[src/rtl/core/cpvf_pkg.sv]
// Shared types and constants of the class prediction vote filter.
// Holds the configuration register map, the register reset values and the
// structures passed between the core, the register file and the averaging unit.
`timescale 1ns / 1ps

package cpvf_pkg;

  localparam int LABEL_W    = 8;
  localparam int PROB_W     = 16;
  localparam int CFG_ADDR_W = 5;
  localparam int CFG_DATA_W = 32;
  localparam int MIN_REP_W  = 2;

  // Register indexes, taken from paddr[4:2].
  localparam logic [2:0] REG_MIN_REPEAT   = 3'd0;
  localparam logic [2:0] REG_GESTURE_THR  = 3'd1;
  localparam logic [2:0] REG_ROTATION_THR = 3'd2;
  localparam logic [2:0] REG_IDLE_LABEL   = 3'd3;
  localparam logic [2:0] REG_UNKNOWN_LBL  = 3'd4;
  localparam logic [2:0] REG_ROT_RIGHT    = 3'd5;
  localparam logic [2:0] REG_ROT_LEFT     = 3'd6;
  localparam logic [2:0] REG_LABEL_COUNT  = 3'd7;

  localparam logic [MIN_REP_W-1:0] RST_MIN_REPEAT   = 2'd2;
  localparam logic [PROB_W-1:0]    RST_GESTURE_THR  = 16'd52429;
  localparam logic [PROB_W-1:0]    RST_ROTATION_THR = 16'd45875;
  localparam logic [LABEL_W-1:0]   RST_IDLE_LABEL   = 8'd0;
  localparam logic [LABEL_W-1:0]   RST_UNKNOWN_LBL  = 8'd1;
  localparam logic [LABEL_W-1:0]   RST_ROT_RIGHT    = 8'd6;
  localparam logic [LABEL_W-1:0]   RST_ROT_LEFT     = 8'd7;
  localparam logic [LABEL_W-1:0]   RST_LABEL_COUNT  = 8'd8;

  typedef struct packed {
    logic [MIN_REP_W-1:0] min_run_len;
    logic [PROB_W-1:0]    gesture_threshold;
    logic [PROB_W-1:0]    rotation_threshold;
    logic [LABEL_W-1:0]   idle_label;
    logic [LABEL_W-1:0]   unknown_label;
    logic [LABEL_W-1:0]   rotate_right_label;
    logic [LABEL_W-1:0]   rotate_left_label;
    logic [LABEL_W-1:0]   label_count;
  } cfg_t;

  typedef struct packed {
    logic              done;
    logic [PROB_W-1:0] avg;
  } avg_rsp_t;

endpackage

[src/rtl/core/cpvf_cfg_regs.sv]
// Configuration register file of the class prediction vote filter.
// APB-style write and read access; depends on cpvf_pkg for the register map.
`timescale 1ns / 1ps

module cpvf_cfg_regs (
  input  logic                               clk_i,
  input  logic                               rst_ni,
  input  logic                               psel,
  input  logic                               penable,
  input  logic                               pwrite,
  input  logic [cpvf_pkg::CFG_ADDR_W-1:0]    paddr,
  input  logic [cpvf_pkg::CFG_DATA_W-1:0]    pwdata,
  output logic [cpvf_pkg::CFG_DATA_W-1:0]    prdata,
  output logic                               pready,
  output cpvf_pkg::cfg_t                     cfg_o
);
  import cpvf_pkg::*;

  cfg_t       cfg_q;
  cfg_t       cfg_d;
  logic       wr_en;
  logic [2:0] reg_idx;

  assign wr_en   = psel & penable & pwrite;
  assign reg_idx = paddr[4:2];
  assign pready  = 1'b1;
  assign cfg_o   = cfg_q;

  always_comb begin
    cfg_d = cfg_q;
    if (wr_en) begin
      case (reg_idx)
        REG_MIN_REPEAT:   cfg_d.min_run_len        = pwdata[MIN_REP_W-1:0];
        REG_GESTURE_THR:  cfg_d.gesture_threshold  = pwdata[PROB_W-1:0];
        REG_ROTATION_THR: cfg_d.rotation_threshold = pwdata[PROB_W-1:0];
        REG_IDLE_LABEL:   cfg_d.idle_label         = pwdata[LABEL_W-1:0];
        REG_UNKNOWN_LBL:  cfg_d.unknown_label      = pwdata[LABEL_W-1:0];
        REG_ROT_RIGHT:    cfg_d.rotate_right_label = pwdata[LABEL_W-1:0];
        REG_ROT_LEFT:     cfg_d.rotate_left_label  = pwdata[LABEL_W-1:0];
        REG_LABEL_COUNT:  cfg_d.label_count        = pwdata[LABEL_W-1:0];
        default:          cfg_d = cfg_q;
      endcase
    end
  end

  always_ff @(posedge clk_i or negedge rst_ni) begin
    if (!rst_ni) begin
      cfg_q.min_run_len        <= RST_MIN_REPEAT;
      cfg_q.gesture_threshold  <= RST_GESTURE_THR;
      cfg_q.rotation_threshold <= RST_ROTATION_THR;
      cfg_q.idle_label         <= RST_IDLE_LABEL;
      cfg_q.unknown_label      <= RST_UNKNOWN_LBL;
      cfg_q.rotate_right_label <= RST_ROT_RIGHT;
      cfg_q.rotate_left_label  <= RST_ROT_LEFT;
      cfg_q.label_count        <= RST_LABEL_COUNT;
    end else begin
      cfg_q <= cfg_d;
    end
  end

  always_comb begin
    prdata = '0;
    case (reg_idx)
      REG_MIN_REPEAT:   prdata = {{(CFG_DATA_W-MIN_REP_W){1'b0}}, cfg_q.min_run_len};
      REG_GESTURE_THR:  prdata = {{(CFG_DATA_W-PROB_W){1'b0}}, cfg_q.gesture_threshold};
      REG_ROTATION_THR: prdata = {{(CFG_DATA_W-PROB_W){1'b0}}, cfg_q.rotation_threshold};
      REG_IDLE_LABEL:   prdata = {{(CFG_DATA_W-LABEL_W){1'b0}}, cfg_q.idle_label};
      REG_UNKNOWN_LBL:  prdata = {{(CFG_DATA_W-LABEL_W){1'b0}}, cfg_q.unknown_label};
      REG_ROT_RIGHT:    prdata = {{(CFG_DATA_W-LABEL_W){1'b0}}, cfg_q.rotate_right_label};
      REG_ROT_LEFT:     prdata = {{(CFG_DATA_W-LABEL_W){1'b0}}, cfg_q.rotate_left_label};
      REG_LABEL_COUNT:  prdata = {{(CFG_DATA_W-LABEL_W){1'b0}}, cfg_q.label_count};
      default:          prdata = '0;
    endcase
  end

endmodule

[src/rtl/core/cpvf_avg_unit.sv]
// Iterative averaging unit: sums the run history one entry per cycle, then
// divides by the run length one quotient bit per cycle on the same adder.
// Depends on cpvf_pkg for the probability width and the response structure.
`timescale 1ns / 1ps

module cpvf_avg_unit #(
  parameter int HistDepth = 3,
  localparam int CntW = $clog2(HistDepth + 1),
  localparam int IdxW = $clog2(HistDepth)
) (
  input  logic                          clk_i,
  input  logic                          rst_ni,
  input  logic                          start_i,
  input  logic [CntW-1:0]               count_i,
  output logic [IdxW-1:0]               rd_idx_o,
  input  logic [cpvf_pkg::PROB_W-1:0]   rd_data_i,
  output cpvf_pkg::avg_rsp_t            rsp_o
);
  import cpvf_pkg::*;

  localparam int SumW  = PROB_W + $clog2(HistDepth);
  localparam int RemW  = CntW + 1;
  localparam int StepW = $clog2(PROB_W);

  localparam logic [1:0] A_IDLE = 2'd0;
  localparam logic [1:0] A_SUM  = 2'd1;
  localparam logic [1:0] A_DIV  = 2'd2;

  logic [1:0]      state_q, state_d;
  logic [SumW-1:0] acc_q, acc_d;
  logic [CntW-1:0] idx_q, idx_d;
  logic [CntW-1:0] cnt_q, cnt_d;
  logic [RemW-1:0] rem_q, rem_d;
  logic [StepW-1:0] step_q, step_d;
  logic            done_q, done_d;

  // The one shared adder/subtractor.
  logic            alu_sub;
  logic [SumW-1:0] alu_a, alu_b;
  logic [SumW:0]   alu_res;
  logic            borrow;
  logic [RemW-1:0] trial;

  assign alu_res = alu_sub ? ({1'b0, alu_a} - {1'b0, alu_b})
                           : ({1'b0, alu_a} + {1'b0, alu_b});
  assign borrow  = alu_res[SumW];
  assign trial   = {rem_q[RemW-2:0], acc_q[PROB_W-1]};

  assign rd_idx_o  = idx_q[IdxW-1:0];
  assign rsp_o.done = done_q;
  assign rsp_o.avg  = acc_q[PROB_W-1:0];

  always_comb begin
    alu_sub = 1'b0;
    alu_a   = acc_q;
    alu_b   = {{(SumW-PROB_W){1'b0}}, rd_data_i};
    if (state_q == A_DIV) begin
      alu_sub = 1'b1;
      alu_a   = {{(SumW-RemW){1'b0}}, trial};
      alu_b   = {{(SumW-CntW){1'b0}}, cnt_q};
    end
  end

  always_comb begin
    state_d = state_q;
    acc_d   = acc_q;
    idx_d   = idx_q;
    cnt_d   = cnt_q;
    rem_d   = rem_q;
    step_d  = step_q;
    done_d  = 1'b0;
    case (state_q)
      A_IDLE: begin
        if (start_i) begin
          acc_d   = '0;
          idx_d   = '0;
          cnt_d   = count_i;
          state_d = A_SUM;
        end
      end
      A_SUM: begin
        acc_d = alu_res[SumW-1:0];
        idx_d = idx_q + CntW'(1);
        if ((idx_q + CntW'(1)) == cnt_q) begin
          // The average fits 16 bits, so the bits above are already below
          // the divisor and seed the remainder.
          rem_d   = {{(RemW-(SumW-PROB_W)){1'b0}}, alu_res[SumW-1:PROB_W]};
          step_d  = '0;
          state_d = A_DIV;
        end
      end
      A_DIV: begin
        rem_d = borrow ? trial : alu_res[RemW-1:0];
        acc_d = {acc_q[SumW-1:PROB_W], acc_q[PROB_W-2:0], ~borrow};
        step_d = step_q + StepW'(1);
        if (step_q == StepW'(PROB_W - 1)) begin
          done_d  = 1'b1;
          state_d = A_IDLE;
        end
      end
      default: state_d = A_IDLE;
    endcase
  end

  always_ff @(posedge clk_i or negedge rst_ni) begin
    if (!rst_ni) begin
      state_q <= A_IDLE;
      done_q  <= 1'b0;
      idx_q   <= '0;
      step_q  <= '0;
    end else begin
      state_q <= state_d;
      done_q  <= done_d;
      idx_q   <= idx_d;
      step_q  <= step_d;
    end
  end

  always_ff @(posedge clk_i) begin
    acc_q <= acc_d;
    cnt_q <= cnt_d;
    rem_q <= rem_d;
  end

endmodule

[src/rtl/core/class_prediction_vote_filter_core.sv]
// Top level of the class prediction vote filter: stream ports, run tracking,
// probability history and result register. Depends on cpvf_pkg, cpvf_cfg_regs
// and cpvf_avg_unit.
`timescale 1ns / 1ps

// The filter takes one classifier prediction word (label and Q0.16
// probability) and returns exactly one result word for it. Idle and unknown
// labels clear the current run and pass straight through; labels at or above
// label_count are flagged in tuser and reported as the unknown label; any other
// label extends its run, or starts a new one, and stores its probability in a
// history of HISTORY_DEPTH entries; a full history starts a new run. When the
// run reaches the configured minimum repeat count, the stored probabilities
// are averaged with truncating division and compared against the gesture or
// rotation threshold. An item that needs no average is classified, its result
// word registered and then loaded into the output register. For an item that
// needs one, a single adder first sums the run history one entry per cycle and
// then runs a 16-step restoring division on the same adder; then the word is
// classified, the average taken and the output register loaded. The input
// side is not ready while an item is at work and becomes ready in the same
// cycle the result appears, so a new word is taken only after the last one has
// its result. A finished result may wait in the output register while the next
// word is accepted. Configuration registers must only be written while no item
// is in flight.
module class_prediction_vote_filter_core #(
  parameter int HISTORY_DEPTH = 3
) (
  input  logic                                clk_i,
  input  logic                                rst_ni,
  // Prediction input. tdata: [7:0] class_label, [23:8] class_probability.
  input  logic                                s_axis_tvalid,
  output logic                                s_axis_tready,
  input  logic [23:0]                         s_axis_tdata,
  // Result output. tdata: [7:0] out_label, [23:8] out_probability.
  output logic                                m_axis_tvalid,
  input  logic                                m_axis_tready,
  output logic [23:0]                         m_axis_tdata,
  // tuser: [0] label_error.
  output logic [0:0]                          m_axis_tuser,
  // Configuration port.
  input  logic                                psel,
  input  logic                                penable,
  input  logic                                pwrite,
  input  logic [cpvf_pkg::CFG_ADDR_W-1:0]     paddr,
  input  logic [cpvf_pkg::CFG_DATA_W-1:0]     pwdata,
  output logic [cpvf_pkg::CFG_DATA_W-1:0]     prdata,
  output logic                                pready
);
  import cpvf_pkg::*;

  localparam int CntW = $clog2(HISTORY_DEPTH + 1);
  localparam int IdxW = $clog2(HISTORY_DEPTH);

  localparam logic [1:0] S_IDLE = 2'd0;
  localparam logic [1:0] S_EVAL = 2'd1;
  localparam logic [1:0] S_WAIT = 2'd2;
  localparam logic [1:0] S_EMIT = 2'd3;

  cfg_t     cfg;
  avg_rsp_t avg_rsp;

  logic [1:0] state_q, state_d;

  // Accepted prediction.
  logic [LABEL_W-1:0] lbl_q;
  logic [PROB_W-1:0]  prob_q;

  // Run state.
  logic [LABEL_W-1:0] run_label_q, run_label_d;
  logic [CntW-1:0]    run_len_q, run_len_d;
  logic [PROB_W-1:0]  hist_q [HISTORY_DEPTH];

  // Pending result, waiting for the output register.
  logic [LABEL_W-1:0] res_label_q, res_label_d;
  logic [PROB_W-1:0]  res_prob_q, res_prob_d;
  logic               res_err_q, res_err_d;

  // Output register.
  logic               m_valid_q, m_valid_d;
  logic [LABEL_W-1:0] m_label_q;
  logic [PROB_W-1:0]  m_prob_q;
  logic               m_err_q;

  logic               in_accept;
  logic               out_free;
  logic               out_load;

  logic               is_pass;
  logic               is_undef;
  logic               restart;
  logic [CntW-1:0]    wr_pos;
  logic [CntW-1:0]    new_len;
  logic               decide;
  logic               hist_we;
  logic               avg_start;
  logic [IdxW-1:0]    avg_rd_idx;
  logic               lbl_rot;
  logic [PROB_W-1:0]  thr;
  logic               avg_ok;
  logic [LABEL_W-1:0] dec_label;
  logic               dec_rot;

  cpvf_cfg_regs u_cfg_regs (
    .clk_i   (clk_i),
    .rst_ni  (rst_ni),
    .psel    (psel),
    .penable (penable),
    .pwrite  (pwrite),
    .paddr   (paddr),
    .pwdata  (pwdata),
    .prdata  (prdata),
    .pready  (pready),
    .cfg_o   (cfg)
  );

  cpvf_avg_unit #(
    .HistDepth (HISTORY_DEPTH)
  ) u_avg_unit (
    .clk_i     (clk_i),
    .rst_ni    (rst_ni),
    .start_i   (avg_start),
    .count_i   (new_len),
    .rd_idx_o  (avg_rd_idx),
    .rd_data_i (hist_q[avg_rd_idx]),
    .rsp_o     (avg_rsp)
  );

  assign s_axis_tready = (state_q == S_IDLE);
  assign in_accept     = s_axis_tvalid & s_axis_tready;
  assign out_free      = ~m_valid_q | m_axis_tready;
  assign out_load      = (state_q == S_EMIT) & out_free;

  // Classification of the accepted label. Idle and unknown take precedence
  // over the undefined-label test.
  assign is_pass  = (lbl_q == cfg.unknown_label) || (lbl_q == cfg.idle_label);
  assign is_undef = (lbl_q >= cfg.label_count);

  // A full history or a change of label starts a new run at entry zero.
  assign restart = (run_len_q >= CntW'(HISTORY_DEPTH)) || (run_label_q != lbl_q);
  assign wr_pos  = restart ? '0 : run_len_q;
  assign new_len = wr_pos + CntW'(1);
  assign decide  = {{(LABEL_W-CntW){1'b0}}, new_len} >=
                   {{(LABEL_W-MIN_REP_W){1'b0}}, cfg.min_run_len};

  assign hist_we   = (state_q == S_EVAL) & ~is_pass & ~is_undef;
  assign avg_start = hist_we & decide;

  // Threshold decision on the finished average.
  assign lbl_rot   = (lbl_q == cfg.rotate_right_label) || (lbl_q == cfg.rotate_left_label);
  assign thr       = lbl_rot ? cfg.rotation_threshold : cfg.gesture_threshold;
  assign avg_ok    = (avg_rsp.avg >= thr);
  assign dec_label = avg_ok ? lbl_q : cfg.unknown_label;
  // The run survives a decision only when the reported label is a rotation.
  assign dec_rot   = (dec_label == cfg.rotate_right_label) ||
                     (dec_label == cfg.rotate_left_label);

  always_comb begin
    state_d     = state_q;
    run_label_d = run_label_q;
    run_len_d   = run_len_q;
    res_label_d = res_label_q;
    res_prob_d  = res_prob_q;
    res_err_d   = res_err_q;
    case (state_q)
      S_IDLE: begin
        if (in_accept) begin
          state_d = S_EVAL;
        end
      end
      S_EVAL: begin
        res_prob_d = prob_q;
        res_err_d  = 1'b0;
        if (is_pass) begin
          run_len_d   = '0;
          run_label_d = lbl_q;
          res_label_d = lbl_q;
          state_d     = S_EMIT;
        end else if (is_undef) begin
          res_label_d = cfg.unknown_label;
          res_err_d   = 1'b1;
          state_d     = S_EMIT;
        end else begin
          run_label_d = lbl_q;
          run_len_d   = new_len;
          if (decide) begin
            state_d = S_WAIT;
          end else begin
            res_label_d = cfg.unknown_label;
            state_d     = S_EMIT;
          end
        end
      end
      S_WAIT: begin
        if (avg_rsp.done) begin
          res_label_d = dec_label;
          res_prob_d  = avg_ok ? avg_rsp.avg : prob_q;
          res_err_d   = 1'b0;
          if (!dec_rot) begin
            run_len_d = '0;
          end
          state_d = S_EMIT;
        end
      end
      S_EMIT: begin
        if (out_free) begin
          state_d = S_IDLE;
        end
      end
      default: state_d = S_IDLE;
    endcase
  end

  always_comb begin
    m_valid_d = m_valid_q;
    if (out_load) begin
      m_valid_d = 1'b1;
    end else if (m_axis_tready) begin
      m_valid_d = 1'b0;
    end
  end

  always_ff @(posedge clk_i or negedge rst_ni) begin
    if (!rst_ni) begin
      state_q     <= S_IDLE;
      run_label_q <= '0;
      run_len_q   <= '0;
      m_valid_q   <= 1'b0;
    end else begin
      state_q     <= state_d;
      run_label_q <= run_label_d;
      run_len_q   <= run_len_d;
      m_valid_q   <= m_valid_d;
    end
  end

  always_ff @(posedge clk_i) begin
    if (in_accept) begin
      lbl_q  <= s_axis_tdata[7:0];
      prob_q <= s_axis_tdata[23:8];
    end
    if (hist_we) begin
      hist_q[wr_pos[IdxW-1:0]] <= prob_q;
    end
    res_label_q <= res_label_d;
    res_prob_q  <= res_prob_d;
    res_err_q   <= res_err_d;
    if (out_load) begin
      m_label_q <= res_label_q;
      m_prob_q  <= res_prob_q;
      m_err_q   <= res_err_q;
    end
  end

  assign m_axis_tvalid = m_valid_q;
  assign m_axis_tdata  = {m_prob_q, m_label_q};
  assign m_axis_tuser  = m_err_q;

endmodule

[config.mk]
export PLATFORM = sky130hd
export DESIGN_NAME = class_prediction_vote_filter_core
export DESIGN_NICKNAME = d
export VERILOG_FILES = /design/src/rtl/core/cpvf_pkg.sv /design/src/rtl/core/cpvf_cfg_regs.sv /design/src/rtl/core/cpvf_avg_unit.sv /design/src/rtl/core/class_prediction_vote_filter_core.sv
export SDC_FILE = /design/constraint.sdc
export NUM_CORES = 1
export LEC_CHECK = 0
export BUFFER_PORTS_ARGS = -buffer_cell sky130_fd_sc_hd__buf_2
export CAP_MARGIN = 20
export CORE_ASPECT_RATIO = 0.9
export CORE_UTILIZATION = 50
export CTS_CLUSTER_DIAMETER = 40
export CTS_CLUSTER_SIZE = 28
export DETAILED_ROUTE_END_ITERATION = 8
export PLACE_DENSITY = 0.81
export REMOVE_ABC_BUFFERS = 1
export SYNTH_ARGS = -nofsm -noshare
export SYNTH_HDL_FRONTEND = slang
export SYNTH_SLANG_ARGS = --single-unit
[constraint.sdc]
create_clock -name clk_i -period 5 [get_ports clk_i]
set_input_delay 0 -clock clk_i [delete_from_list [all_inputs] [get_ports clk_i]]
set_output_delay 0 -clock clk_i [all_outputs]
set_load 0.005 [all_outputs]
== Word level (Yosys, flattened, before mapping) ==
Memory sizes are Yosys's and may differ from the RTL's.
Cells that the tools add are included.
Widths: inputs -> output; s select.

* $lt $le $gt $ge: 4
* Reduce and logical (&&, ||, !) cells: 31
* Bitwise gates (word level): 13
* Add/subtract/negate cells: 5
* Multiplexer cells: 53
* Equal/unequal tests: 31

{| class="wikitable"
|+ Operators by type and width
! kind !! count
|-
| $pmux 32 s8 || 1
|-
| $mux 16 || 4
|-
| $mux 8 || 7
|-
| $pmux 18 s3 || 1
|-
| $eq 8x8->1 || 6
|-
| $mux 18 || 2
|-
| $pmux 16 s2 || 1
|-
| $mux 2 || 14
|-
| $reduce_and 2->1 || 14
|-
| $add 18x16->19 || 1
|-
| $mux 19 || 1
|-
| $sub 18x16->19 || 1
|-
| $ge 16x16->1 || 1
|-
| $pmux 8 s2 || 1
|-
| $mux 1 || 13
|-
| $eq 3x3->1 const B || 4
|-
| $pmux 2 s2 || 3
|-
| $reduce_and 3->1 || 4
|-
| $ne 2x2->1 const B || 5
|-
| $ge 8x8->1 || 1
|-
| $ne 8x8->1 || 1
|-
| $pmux 2 s4 || 1
|-
| $pmux 4 s2 || 1
|-
| $reduce_bool 2->1 || 4
|-
| 24 further kinds || 45
|}

* Input port bits: 68
* Memories kept: 1
* Logic and storage cells: 166
* Register bits after elaboration: 192
* Memory bits (writable): 48

{| class="wikitable"
|+ Memory list
! name !! words !! bits a word !! rd ports !! clocked after Yosys merged registers in !! wr ports !! RTL line !! RTL
|-
| hist_q || 3 || 16 || 1 || 0 || 1 || class_prediction_vote_filter_core.sv:70 || <nowiki>logic [PROB_W-1:0] hist_q [HISTORY_DEPTH];</nowiki>
|}

== Logic depth before layout (Yosys ltp) ==
* Word-level depth: 10
* Gate-level depth with buffers: 22
* Depth with buffers taken out: 20

== Modules after synthesis ==
From an unflattened synthesis, not the netlist that was laid out.

* Cell total of the unflattened synthesis: 1081
* Area, all modules: 13198.9 sq um

{| class="wikitable"
|+ By module, submodules not included
! module !! seq. area each (sq um) !! times used !! cells an instance !! area each (sq um)
|-
| class_prediction_vote_filter_core || 3988.8 || 1 || 491 || 6666.4
|-
| cpvf_cfg_regs || 1884.3 || 1 || 266 || 3626.0
|-
| cpvf_avg_unit || 885.8 || 1 || 324 || 2906.5
|}

== Worst setup path after synthesis ==
Ideal clock, no wire load.

* Path type: register to register
* Start: register u_avg_unit.state_q[0]
* End: register u_avg_unit.rem_q[1] (data pin)
* Setup time: 277 ps
* Data arrival time: 4062 ps
* Path slack: 661 ps
* Path buffers: 3
* Cell stages (with the launch flop): 23
* Period minus slack after synthesis: 4339 ps
* Path through: dfrtp_1 > inv_1 > ha_1 > buf_2 > clkbuf_1 > buf_1 > nand2_1 > a21boi_0 > ha_1 > nor3b_2 > nor3b_2 > nor2b_1 > nor3_1 > a21oi_1 > ha_1 > inv_1 > nor3_1 > nand3_1 > o2111a_1 > or3_1 > o21ai_1 > xnor2_1 > o221ai_1

* Longest elaborated chain between the ends: 6
* Elaborated cells between the ends (all ways): 11

{| class="wikitable"
|+ RTL lines
! element !! RTL line !! RTL
|-
| from (decl) || cpvf_avg_unit.sv:29 || <nowiki>logic [1:0] state_q, state_d;</nowiki>
|-
| from (signal assigned) || cpvf_avg_unit.sv:112 || <nowiki>state_q <= state_d;</nowiki>
|-
| $eq 2x2->1 || cpvf_avg_unit.sv:57, cpvf_avg_unit.sv:72 ||
|-
| $mux 18 or $mux 16 (tied branches) || cpvf_avg_unit.sv:57 || <nowiki>if (state_q == A_DIV) begin</nowiki>
|-
| $add 18x16->19 or $sub 18x16->19 (tied branches) || cpvf_avg_unit.sv:45, cpvf_avg_unit.sv:44 ||
|-
| $mux 19 || cpvf_avg_unit.sv:44 || <nowiki>assign alu_res = alu_sub ? ({1'b0, alu_a} - {1'b0, alu_b})</nowiki>
|-
| $mux 2, on equally long branches || cpvf_avg_unit.sv:93, cpvf_avg_unit.sv:84 ||
|-
| $pmux 2 s2 * || cpvf_avg_unit.sv:72 || <nowiki>case (state_q)</nowiki>
|-
| net u_avg_unit.rem_d[1] || cpvf_avg_unit.sv:33 || <nowiki>logic [RemW-1:0] rem_q, rem_d;</nowiki>
|-
| to (signal assigned) || cpvf_avg_unit.sv:122 || <nowiki>rem_q <= rem_d;</nowiki>
|-
| to (decl) || cpvf_avg_unit.sv:33 ||
|}

Mark *: on every way through the listed nets, which the timed path passes. The rest lies on a longest branch. The select of a mux whose other input is x is not followed.
A chain may end at the register's enable or synchronous reset.

== Worst setup path in the final report ==
* Start: register lbl_q[4]
* End: register run_len_q[1]

* Longest elaborated chain between the ends: 9
* Elaborated cells between the ends (all ways): 23

{| class="wikitable"
|+ RTL lines
! element !! RTL line !! RTL
|-
| from (decl) || class_prediction_vote_filter_core.sv:64 || <nowiki>logic [LABEL_W-1:0] lbl_q;</nowiki>
|-
| from (signal assigned) || class_prediction_vote_filter_core.sv:237 || <nowiki>lbl_q <= s_axis_tdata[7:0];</nowiki>
|-
| $eq 8x8->1 || class_prediction_vote_filter_core.sv:148 || <nowiki>assign lbl_rot = (lbl_q == cfg.rotate_right_label) || (lbl_q == cfg.rotate_left_label);</nowiki>
|-
| $logic_or 1x1->1 || class_prediction_vote_filter_core.sv:148 ||
|-
| $mux 16 || class_prediction_vote_filter_core.sv:149 || <nowiki>assign thr = lbl_rot ? cfg.rotation_threshold : cfg.gesture_threshold;</nowiki>
|-
| $ge 16x16->1 || class_prediction_vote_filter_core.sv:150 || <nowiki>assign avg_ok = (avg_rsp.avg >= thr);</nowiki>
|-
| $mux 8 || class_prediction_vote_filter_core.sv:151 || <nowiki>assign dec_label = avg_ok ? lbl_q : cfg.unknown_label;</nowiki>
|-
| $eq 8x8->1, on equally long branches || class_prediction_vote_filter_core.sv:153, class_prediction_vote_filter_core.sv:154 ||
|-
| $logic_or 1x1->1 || class_prediction_vote_filter_core.sv:153 || <nowiki>assign dec_rot = (dec_label == cfg.rotate_right_label) ||</nowiki>
|-
| $ne 2x2->1 (no line) || -- ||
|-
| $reduce_and 4->1 (no line) || -- ||
|-
| to (signal assigned) || class_prediction_vote_filter_core.sv:230 || <nowiki>run_len_q <= run_len_d;</nowiki>
|-
| to (decl) || class_prediction_vote_filter_core.sv:69 || <nowiki>logic [CntW-1:0] run_len_q, run_len_d;</nowiki>
|}

Parallel ways exist; a longest one is shown, timed or not. The select of a mux whose other input is x is not followed.

==> results.txt <==
----------------------------------------------------
[Timing]
  Worst-margin pin slew ... a little over 1 ns
  Skew final ... ~0.041 ns
  Final period utilization ... 95.0%
  Post-Route Setup TNS ... 0 ns
  Clock period minus worst slack ... roughly 4.8 ns
  Hold violation count in the final report ... 0
  Max-slew violations ... 0
  Max transition margin ... between 30% and 40%
  FMAX ... 0.210 GHz
  Setup repair after global routing missed its margin ... no
  Count of endpoints failing setup in the final report ... 0

[Pwr]
  Total internal power ... about 0.0059 W
  Total power per unit cell area ... 617 nW/um^2
  Clock network power share ... between 20% and 30%
  NetSw ... roughly 0.0036 W
  Proportion of total power due to net switching ... 37.6%
  Static leakage ... 6.23 nW
  Seq pwr share ... between 30% and 40%
  Worst IR Drop VDD ... roughly 0.32 mV
  Gate power share ... roughly two fifths

[Critical path]
  Worst-path cell chain ... xor2_1 -> nor4_1 -> nand4_1 -> o21ai_2 -> buf_4 -> mux2i_1 -> ha_1 -> and4_4 -> and3_4 -> a221oi_4 -> nand3_4 -> mux2_1 -> a221o_1 -> nor4_2 -> a211oi_2 -> o21ai_1
  CP max-delay cell ... edfxtp_1
  Buffers plus inverters on the worst setup path ... 1
  Element type at the critical path end ... flop
  Worst setup path class ... reg -> reg
  Data required, critical path ... 5.43 ns
  Cell family with the largest share of critical-path delay ... simple AND/OR/NAND/NOR gates
  Critical Path Fanout Max ... 15
  Max stage delay on crit path ... 0.53 ns
  Critical Path AT ... around 5.2 ns
  Worst setup SP type ... flop

[Synth]
  Share of async-settable or async-resettable flops after synthesis ... 40.0%
  EDFF count, synth ... 144
  Ranking of synthesized cells by area ... edfxtp_1 (33%), dfrtp_1 (13%), mux2_2 (7.9%)
  Instance count of the mapped netlist ... 1,079
  Primary flip-flop cell chosen by synthesis mapping ... edfxtp_1
  Synthesis-stage register bit count ... 240
  Register area share after synthesis ... approximately half
  Area share of the leading cell type in the synthesized netlist ... about a third
  Post-synthesis average cell area ... approximately 12 um^2
  Yosys cell types ... 84
  Yosys warning count ... 0
  Cell area after technology mapping ... 13,000 um^2
  Library cell occupying the most area in the post-synthesis netlist ... edfxtp_1

[Die]
  Number of top-level pins ... between 100 and 150
  Floorplan core area ... ~25,000 um^2
  Die Span X ... roughly 170 um
  Effective utilization at floorplan ... around half
  Die Y ... around 160 um
  Cell Rows ... 55
  Die Outline Area ... approximately 27,000 um^2

[Run status]
  Status ... completed

[Placement]
  Placed wire-length estimate after detailed placement ... 20.7 mm
  Cell area after placement ... roughly 14,000 um^2
  GP Congestion ... approximately 0.9
  Count of buffers from port buffering ... 92

[Route]
  DR iter-0 viols ... 821
  Number of optimization iterations in the first detailed-route pass ... 5
  Routed via count ... about 9,000
  Final wirelength ... ~30 mm
  Via-to-Cell Ratio ... 5.70
  DRT antenna net count ... 0
  Count of unresolved DRC violations after routing ... 0
  Drt wl/cell ... around 19 um

[Global routing]
  Pin count of the biggest net entering global routing ... slightly above 70
  Antenna violations before repair ... 0
  GR Util All Layers ... between 20% and 30%
  Vias in the first global route ... about 8,900
  Overflow after GRT ... 0
  Wire length of the first global-routing pass ... around 49 mm

[Layout]
  Layout Nets ... roughly 1,300
  Final Cell Area ... about 15,000 um^2
  Fillcell total ... ~2,000
  Layout cell share with drive strength beyond 1 ... a little over a quarter
  Antenna diodes ... 0
  Signed area change from the synthesized netlist to the final layout ... 18.2%

[CTS]
  Number of CTS-inserted buffers ... 34
  # H-tree levels ... 2
  Clock slew seen by the registers of the worst setup and hold paths ... ~0.070 ns
  Clock tree buffer depth ... 3
  Clk Tree Root Cell ... clkbuf_16
  Clk sink count ... 240
  Clock Latency Late Sink ... 0.52 ns
  CTS tree ... done

[Min path]
  Path class of the lowest-slack min-delay path ... in -> async

[Run]
  Max Cap Viol ... 0

----------------------------------------------------
power by group through the flow:
stage	clock, W	sequential, W	combinational (W)
finish	0.00234	0.00329	0.00387
global route	0.00245	0.00334	0.00430
CTS	0.00236	0.00328	0.00384
detailed placement	0	0.00331	0.00377
global placement	0	0.00329	0.00366
floorplan	0	0.00318	0.00281
cell families after synthesis:
logic type | Yosys count | synth area share [%]
muxes | 155 | 14.1
xor gates and xnor gates | 76 | 5.12
and+or+nand+nor | 258 | 10.2
buffers and inverters | 110 | 3.93
adders and majority gates | 58 | 5.64
DFF | 240 | 52.0
AOI/OAI and AO/OA | 180 | 9.06
other | 2 | 0.0577
final cells by class:
cell class | instances | area (um^2) | area share, %
clock buffers | 38 | 907 | 5.90
clock inverters | 22 | 223 | 1.45
inverters | 44 | 165 | 1.07
multi-input cells | 744 | 5800 | 37.7
flip-flops and latches | 240 | 6760 | 43.9
well taps | 342 | 428 | 2.78
repair buffers | 159 | 1100 | 7.13
state kept, by name (all words and copies together), names as in the netlist:
signal,count
hist_q,48
lbl_q,8
m_axis_tuser,1
m_axis_tvalid,1
m_label_q,8
m_prob_q,16
prob_q,16
res_err_q,1
res_label_q,8
res_prob_q,16
run_label_q,8
run_len_q,2
state_q,2
u_avg_unit.acc_q,18
u_avg_unit.cnt_q,2
u_avg_unit.done_q,1
u_avg_unit.rd_idx_o,2
u_avg_unit.rem_q,2
u_avg_unit.state_q,2
u_avg_unit.step_q,4
u_cfg_regs.cfg_o,74
cell usage in the layout, fill, tap and decap left out, types with 10 or more instances in the layout:
cell type	n
a21oi_1	39
nand3_1	15
mux2i_1	39
a22oi_1	14
nor2b_1	26
nor2_1	54
nand4_1	10
conb_1	17
a21o_1	10
o21ai_0	50
edfxtp_1	144
clkbuf_16	35
inv_1	43
dfstp_2	26
xor2_1	24
mux2_2	91
xnor2_1	52
ha_1	56
dfrtp_1	70
buf_2	91
nand2_1	85
dlygate4sd3_1	44
buf_4	23
nor3_1	12
path summary, 6_finish.rpt:
check,from,end,slack (ns),cells after the start
max in group asynchronous,rst_ni,u_cfg_regs.cfg_o[69]$_DFFE_PN0P_,4.01,3
min in group clk_i,pwrite,u_cfg_regs.cfg_o[7]$_DFFE_PN0P_,0.13,5
worst min register to register,res_prob_q[10]$_DFFE_PP_,m_prob_q[10]$_DFFE_PP_,0.40,0
worst max-delay path,lbl_q[4]$_DFFE_PP_,run_len_q[1]$_DFFE_PN0P_,0.25,16
worst min-delay path,rst_ni,u_cfg_regs.cfg_o[8]$_DFFE_PN1P_,0.03,2
worst max register to register,lbl_q[4]$_DFFE_PP_,run_len_q[1]$_DFFE_PN0P_,0.25,16
per-layer routing:
layer	vias to the layer above	global-route usage [%]	part of all wire, %
li1	4192	-	-
met1	4453	34.1	45
met2	364	36.6	45
met3	49	4.35	7.6
met4	0	6.24	2.3
met5	-	0	0
cells in the mapped netlist (3+ instances only):
| master | number |
|---|---|
| a21boi_0 | 3 |
| a21o_1 | 10 |
| a21oi_1 | 39 |
| a22oi_1 | 14 |
| a31oi_1 | 5 |
| and2_1 | 9 |
| and3_1 | 7 |
| buf_1 | 5 |
| buf_2 | 7 |
| buf_4 | 17 |
| clkbuf_1 | 34 |
| dfrtp_1 | 70 |
| dfstp_2 | 26 |
| edfxtp_1 | 144 |
| ha_1 | 57 |
| inv_1 | 43 |
| mux2_1 | 7 |
| mux2_2 | 91 |
| mux2_4 | 8 |
| mux2i_1 | 39 |
| mux4_2 | 8 |
| nand2_1 | 85 |
| nand2b_1 | 8 |
| nand3_1 | 15 |
| nand4_1 | 10 |
| nor2_1 | 55 |
| nor2b_1 | 26 |
| nor3_1 | 12 |
| nor3b_2 | 3 |
| nor4_1 | 5 |
| o211ai_1 | 3 |
| o21a_1 | 4 |
| o21ai_0 | 50 |
| o21ai_1 | 10 |
| o21bai_1 | 5 |
| o221ai_1 | 3 |
| o22ai_1 | 6 |
| or3_1 | 5 |
| xnor2_1 | 52 |
| xor2_1 | 24 |
through the flow:
stage,instances,utilization [%],total power (W),hold WS (ns),setup slack (ns)
4_1_cts,1587,60.6,0.00948,0.0270,0.306
2_1_floorplan,1028,-,0.00598,-0.296,0.0342
3_5_place_dp,1483,54.4,0.00708,-0.0612,0.341
5_1_grt,1589,60.7,0.0101,0.0399,0.0291
3_3_place_gp,1483,54.4,0.00695,-0.0647,0.499
6_report,1589,60.7,0.00949,0.0278,0.249
repair_timing:
item,CTS,global route
hold endpoints to repair,134,0
buffers inserted,0,0
setup endpoints to repair,0,3
hold buffers,44,0
gates resized for setup,0,1
Power figures use the tool's default switching activity.
